===== config.mk =====
export PLATFORM = sky130hd
export DESIGN_NAME = fcbu_ctrl
export DESIGN_NICKNAME = d
export VERILOG_FILES = /design/src/hdl/fcbu_pkg.sv /design/src/hdl/fcbu_ctrl.sv
export SDC_FILE = /design/constraint.sdc
export NUM_CORES = 1
export LEC_CHECK = 0
export ABC_AREA = 1
export CORE_AREA = 2 2 39 41
export CTS_CLUSTER_SIZE = 12
export DETAILED_ROUTE_END_ITERATION = 16
export DIE_AREA = 0 0 41 43
export DONT_BUFFER_PORTS = 1
export PLACE_DENSITY = 0.74
export SYNTH_ARGS = -nofsm -noshare
export SYNTH_HDL_FRONTEND = slang
export SYNTH_SLANG_ARGS = --single-unit

===== constraint.sdc =====
create_clock -name i_clk -period 2.05 [get_ports i_clk]
set_clock_uncertainty 0.1 [all_clocks]
set_input_delay 0.205 -clock i_clk [delete_from_list [all_inputs] [get_ports i_clk]]
set_output_delay 0.205 -clock i_clk [all_outputs]
set_load 0.005 [all_outputs]

===== src/hdl/fcbu_pkg.sv =====
// Package: shared constants and command/status types for the camera basis unit.
`timescale 1ns / 1ps
package fcbu_pkg;
    localparam logic [1:0] OP_ROTATE  = 2'd0;
    localparam logic [1:0] OP_MOVE    = 2'd1;
    localparam logic [1:0] OP_SETPOS  = 2'd2;
    localparam logic [1:0] OP_RESTART = 2'd3;

    localparam int CORDIC_STAGES = 24;
    localparam logic signed [33:0] CORDIC_GAIN = 34'sd652032874;
    localparam longint TENTH_RAD_T32 = 64'd68356528;

    localparam int REG_POS_X = 0;
    localparam int REG_POS_Y = 1;
    localparam int REG_POS_Z = 2;
    localparam int REG_HEAD  = 3;
    localparam int REG_ELEV  = 4;

    function automatic logic signed [33:0] atan_of(input logic [4:0] i);
        case (i)
            5'd0: atan_of = 34'sh20000000;  5'd1: atan_of = 34'sh12E4051D;
            5'd2: atan_of = 34'sh09FB385B;  5'd3: atan_of = 34'sh051111D4;
            5'd4: atan_of = 34'sh028B0D43;  5'd5: atan_of = 34'sh0145D7E1;
            5'd6: atan_of = 34'sh00A2F61E;  5'd7: atan_of = 34'sh00517C55;
            5'd8: atan_of = 34'sh0028BE53;  5'd9: atan_of = 34'sh00145F2F;
            5'd10: atan_of = 34'sh000A2F98; 5'd11: atan_of = 34'sh000517CC;
            5'd12: atan_of = 34'sh00028BE6; 5'd13: atan_of = 34'sh000145F3;
            5'd14: atan_of = 34'sh0000A2F9; 5'd15: atan_of = 34'sh0000517C;
            5'd16: atan_of = 34'sh000028BE; 5'd17: atan_of = 34'sh0000145F;
            5'd18: atan_of = 34'sh00000A2F; 5'd19: atan_of = 34'sh00000517;
            5'd20: atan_of = 34'sh0000028B; 5'd21: atan_of = 34'sh00000145;
            5'd22: atan_of = 34'sh000000A2; 5'd23: atan_of = 34'sh00000051;
            default: atan_of = 34'sh0;
        endcase
    endfunction

    typedef struct packed {
        logic start_item;   // latch item, update angles/position
        logic cordic_start; // start a sin/cos pass
        logic cordic_sel;   // 0 heading, 1 elevation
        logic cordic_step;  // one CORDIC iteration
        logic cordic_done;  // store pass result
        logic [2:0] prod;   // product/finish step index
        logic prod_en;
        logic out_load;
    } t_cmd;

    typedef struct packed {
        logic [1:0] op;
    } t_status;
endpackage


===== src/hdl/fcbu_ctrl.sv =====
// Controller: sequences angle update, two CORDIC passes, products and output.
`timescale 1ns / 1ps
module fcbu_ctrl (
    input  logic            i_clk,
    input  logic            i_rst_n,
    input  logic            i_in_fire,
    input  logic            i_out_free,
    input  fcbu_pkg::t_status i_status,
    output logic            o_busy,
    output fcbu_pkg::t_cmd  o_cmd
);
    import fcbu_pkg::*;

    localparam logic [2:0] S_IDLE = 3'd0, S_CSTART = 3'd1, S_CRUN = 3'd2,
                           S_PROD = 3'd3, S_OUT = 3'd4;

    logic [2:0] r_state, n_state;
    logic [4:0] r_cnt, n_cnt;
    logic       r_sel, n_sel;

    always_ff @(posedge i_clk) begin
        if (!i_rst_n) begin
            r_state <= S_IDLE;
            r_cnt   <= '0;
            r_sel   <= 1'b0;
        end else begin
            r_state <= n_state;
            r_cnt   <= n_cnt;
            r_sel   <= n_sel;
        end
    end

    always_comb begin
        n_state = r_state;
        n_cnt   = r_cnt;
        n_sel   = r_sel;
        o_cmd   = '0;
        o_cmd.cordic_sel = r_sel;
        o_cmd.prod = r_cnt[2:0];
        unique case (r_state)
            S_IDLE: begin
                if (i_in_fire) begin
                    o_cmd.start_item = 1'b1;
                    n_sel = 1'b0;
                    n_state = S_CSTART;
                end
            end
            S_CSTART: begin
                // set-position skips all maths and repeats the last result
                if (i_status.op == OP_SETPOS) begin
                    n_state = S_OUT;
                end else begin
                    o_cmd.cordic_start = 1'b1;
                    n_cnt = '0;
                    n_state = S_CRUN;
                end
            end
            S_CRUN: begin
                o_cmd.cordic_step = 1'b1;
                n_cnt = r_cnt + 5'd1;
                if (r_cnt == 5'(CORDIC_STAGES - 1)) begin
                    n_cnt = '0;
                    if (r_sel) begin
                        n_state = S_PROD;
                    end else begin
                        n_sel = 1'b1;
                        n_state = S_CSTART;
                    end
                end
            end
            S_PROD: begin
                o_cmd.prod_en = 1'b1;
                n_cnt = r_cnt + 5'd1;
                if (r_cnt == 5'd4) begin
                    n_state = S_OUT;
                end
            end
            S_OUT: begin
                if (i_out_free) begin
                    o_cmd.out_load = 1'b1;
                    n_state = S_IDLE;
                end
            end
            default: n_state = S_IDLE;
        endcase
        o_cmd.cordic_done = (r_state == S_CRUN) && (r_cnt == 5'(CORDIC_STAGES - 1));
    end

    assign o_busy = (r_state != S_IDLE);
endmodule


==> reports/qor.csv <==
stage,metric,value,unit
power,power share of the sequential group,31.6,%
detailed_routing,top sig layer,met4,
setup_path,Critical-path top delay cell,dfxtp_1,
cts,"Reg clk slew, reported paths",0.06,ns
detailed_routing,antenna-violating nets left,0,
setup_path,Worst Setup End Kind,primary output,
global_routing,initial antenna violation count,0,
detailed_routing,DRC Markers,0,
finish,Post-Layout Cell Count,115,
outcome,run status,"finished, final reports clean",
cts,Clock Latency Late Sink,0.27,ns
timing,Finish-stage setup viols,0,
detailed_routing,Iter 0 DRT Violations,5,
cts,H-tree depth,1,
synthesis,synth warn,0,
setup_path,Reg2Reg Capture Point,r_state[1]$_SDFFE_PN0P_,
synthesis,largest family of logic cells by synthesized area,simple AND/OR/NAND/NOR gates,
detailed_routing,wl on met1,586,um
die,Initial Util,48.82,%
setup_path,slowest cell delay on critical path,0.41,ns
global_routing,global-route wire length before repair,2070,um
cts,clock sinks,9,
cts,Max Root-Sink Buffers,2,
setup_path,Bufs and invs on worst path,1,
setup_path,Worst Path Max Fanout,5,
detailed_routing,WL met3,64,um
die,Top Ports,17,
die,die area,1763,um^2
cts,total CTS buffers,3,
worst_hold_path,Worst Hold Class,input pin to register,
power,Sw Ratio,46.97,%
global_routing,vias in the first global route,517,
global_routing,largest net degree at the start of global routing,8,
setup_path,reg2reg start,r_cnt[1]$_SDFFE_PN0P_,
synthesis,synthesized-area fraction occupied by adder cells,3.704,%
setup_path,reg2reg path depth,8,
power,internal power,0.4246,mW
setup_path,CP Depth,5,
power,Pwr Density,1153,nW/um^2
detailed_routing,drt pass-1 iters,3,
placement,Inst Count DP,110,
finish,share of cells above drive strength 1,22.22,%
power,Max IR drop VDD,0.0003977,V
timing,Slew @ Worst Pin,0.3322,ns
timing,Final period util,80.26,%
timing,Final Hold Viols,0,
global_routing,GRT Residual Overflow,0,
global_routing,All-Layer GR Usage,17.81,%
finish,n_diodes,0,
synthesis,Synth Instances,99,
synthesis,Synth cell types,22,
placement,Port Buffer Count,0,
placement,hpwl dp,1069,um
detailed_routing,met2 WL,652,um
timing,fin crit period,1.645,ns
die,core outline area,1384,um^2
power,Gate power share,50.4,%
run,max_cap viols,0,
setup_path,Worst Setup EP,o_cmd[5],
synthesis,register bit count reported by yosys,9,
setup_path,type of origin of the critical path,register,
detailed_routing,Vias/cell,5.165,
power,Clk pwr share,18.0,%
synthesis,register area share after synthesis,26.67,%
setup_path,Critical Path AT,1.34,ns
cts,Post-CTS Resized,0,
finish,"most common cell after layout, fill and taps aside",nand2_1,
synthesis,mux cell area share after synthesis,0,%
detailed_routing,total number of vias,594,
cts,CTS tree,built,
timing,Max Fclk,0.6078,GHz
detailed_routing,final wirelength,1328,um
detailed_routing,Wirelength per Cell,11.55,um
timing,Slew HR,77.65,%
setup_path,most frequent CP cell,nand2_1,
finish,"commonest cells after routing, fill and taps aside","nand2_1, inv_1, nor2_1",
finish,area delta synth->final,2.778,%
die,die height,43,um
synthesis,Post-Synth Simple-Gate Area,37.41,%
synthesis,Synth Area per Inst,6.825,um^2
setup_path,CP required,1.75,ns
setup_path,Reg2Reg Setup Slack,0.58,ns
synthesis,Post-Synthesis Cell Area,675.6,um^2
worst_hold_path,hold path depth,2,
synthesis,Post-Synth XOR/XNOR Area,1.296,%
setup_path,crit path from,r_cnt[1]$_SDFFE_PN0P_,
setup_path,"Largest delay share family, worst path",flip-flops,
power,P_leak,0.3280,nW
die,Site Rows,14,
placement,Final Wtd Congestion,0.8211,
setup_path,critical path type,register to primary output,
power,P_sw,0.3762,mW
timing,"Slew Viols, Final",0,
timing,RSZ-0062 raised after global routing,no,
cts,CTS Root Cell,clkbuf_4,
setup_path,crit path cell chain,ha_1 -> nand2_1 -> nor2_4 -> nand2_1 -> inv_1,
synthesis,Compound-Gate Fraction of Synth Area,14.26,%
finish,Final nets,108,
timing,setup TNS,0,ns
synthesis,Synthesized Nets,107,
die,Die W,41,um
registers in the layout, indices dropped and copies added, names as in the netlist:
signal   count
r_state      3
r_cnt        5
r_sel        1
final cells by class:
class	count	area, um^2
flip-flops and latches	9	180.2
fillers	142	689.4
multi-input cells	65	382.9
well taps	16	20.02
repair buffers	1	10.01
inverters	20	75.07
clock buffers	4	26.28
Yosys cell counts:
library cell / count / area, um^2
a21oi_2: 1 / 8.760
o211ai_1: 1 / 7.510
inv_2: 4 / 15.01
buf_4: 5 / 37.54
ha_1: 2 / 25.02
nor4_1: 1 / 6.260
nand2_2: 2 / 12.51
nor2_4: 3 / 33.78
inv_1: 16 / 60.06
nand2_1: 19 / 71.32
nor2_1: 11 / 41.29
dfxtp_1: 9 / 180.2
o21ai_0: 3 / 15.01
nand3_2: 2 / 20.02
o21bai_4: 1 / 18.77
nand4_1: 1 / 6.260
a21oi_1: 6 / 30.03
nor2_2: 4 / 25.02
nand3_1: 5 / 25.02
a21oi_4: 1 / 16.27
nand2_4: 1 / 11.26
xor2_1: 1 / 8.760
kinds of logic (layout without fill, tap and decap cells):
logic type / after synthesis / count (layout)
xor gates and xnor gates: 1 / 1
and+or+nand+nor: 49 / 49
DFF: 9 / 9
adders and majority gates: 2 / 2
buffers and inverters: 25 / 25
AOI/OAI and AO/OA: 13 / 13
worst min-delay path by stage:
| stage | slack [ns] | to | start |
|---|---|---|---|
| 6_report | 0.05 | r_state[1]$_SDFFE_PN0P_ | i_in_fire |
| 5_1_grt | 0.07 | r_state[1]$_SDFFE_PN0P_ | i_in_fire |
| 4_1_cts | 0.04 | r_state[1]$_SDFFE_PN0P_ | i_in_fire |
| 3_5_place_dp | 0.22 | r_cnt[1]$_SDFFE_PN0P_ | i_rst_n |
| 3_3_place_gp | 0.21 | r_cnt[1]$_SDFFE_PN0P_ | i_rst_n |
| 2_1_floorplan | 0.20 | r_cnt[1]$_SDFFE_PN0P_ | i_rst_n |
routing by layer:
layer | track usage (%) | vias to the layer above
met5 | 0 | -
met4 | 10.00 | 0
met3 | 7.853 | 3
met2 | 27.19 | 13
met1 | 19.42 | 275
li1 | - | 303
power groups by stage:
| stage | Combinational, mW | Sequential [mW] | Clock [mW] |
|---|---|---|---|
| 3_3_place_gp | 0.395 | 0.257 | 0 |
| 6_report | 0.403 | 0.253 | 0.144 |
| 5_1_grt | 0.454 | 0.259 | 0.155 |
| 2_1_floorplan | 0.369 | 0.248 | 0 |
| 3_5_place_dp | 0.404 | 0.258 | 0 |
| 4_1_cts | 0.407 | 0.254 | 0.147 |
timing repair:
action	4_1_cts	5_1_grt
hold endpoints to repair	3	0
hold buffers	1	0
buffers inserted	0	0
metrics by stage:
stage	hold slack, ns	instance area, um^2	power [mW]	utilization (%)	setup WS (ns)
floorplan	0.2026	675.6	0.6176	-	0.7063
global placement	0.2065	658.1	0.6527	47.56	0.6186
detailed placement	0.2221	658.1	0.6617	47.56	0.5902
CTS	0.04177	694.4	0.8079	50.18	0.3868
global route	0.06847	694.4	0.8676	50.18	0.2893
finish	0.04778	694.4	0.8008	50.18	0.4046
Power figures use the tool's default switching activity.
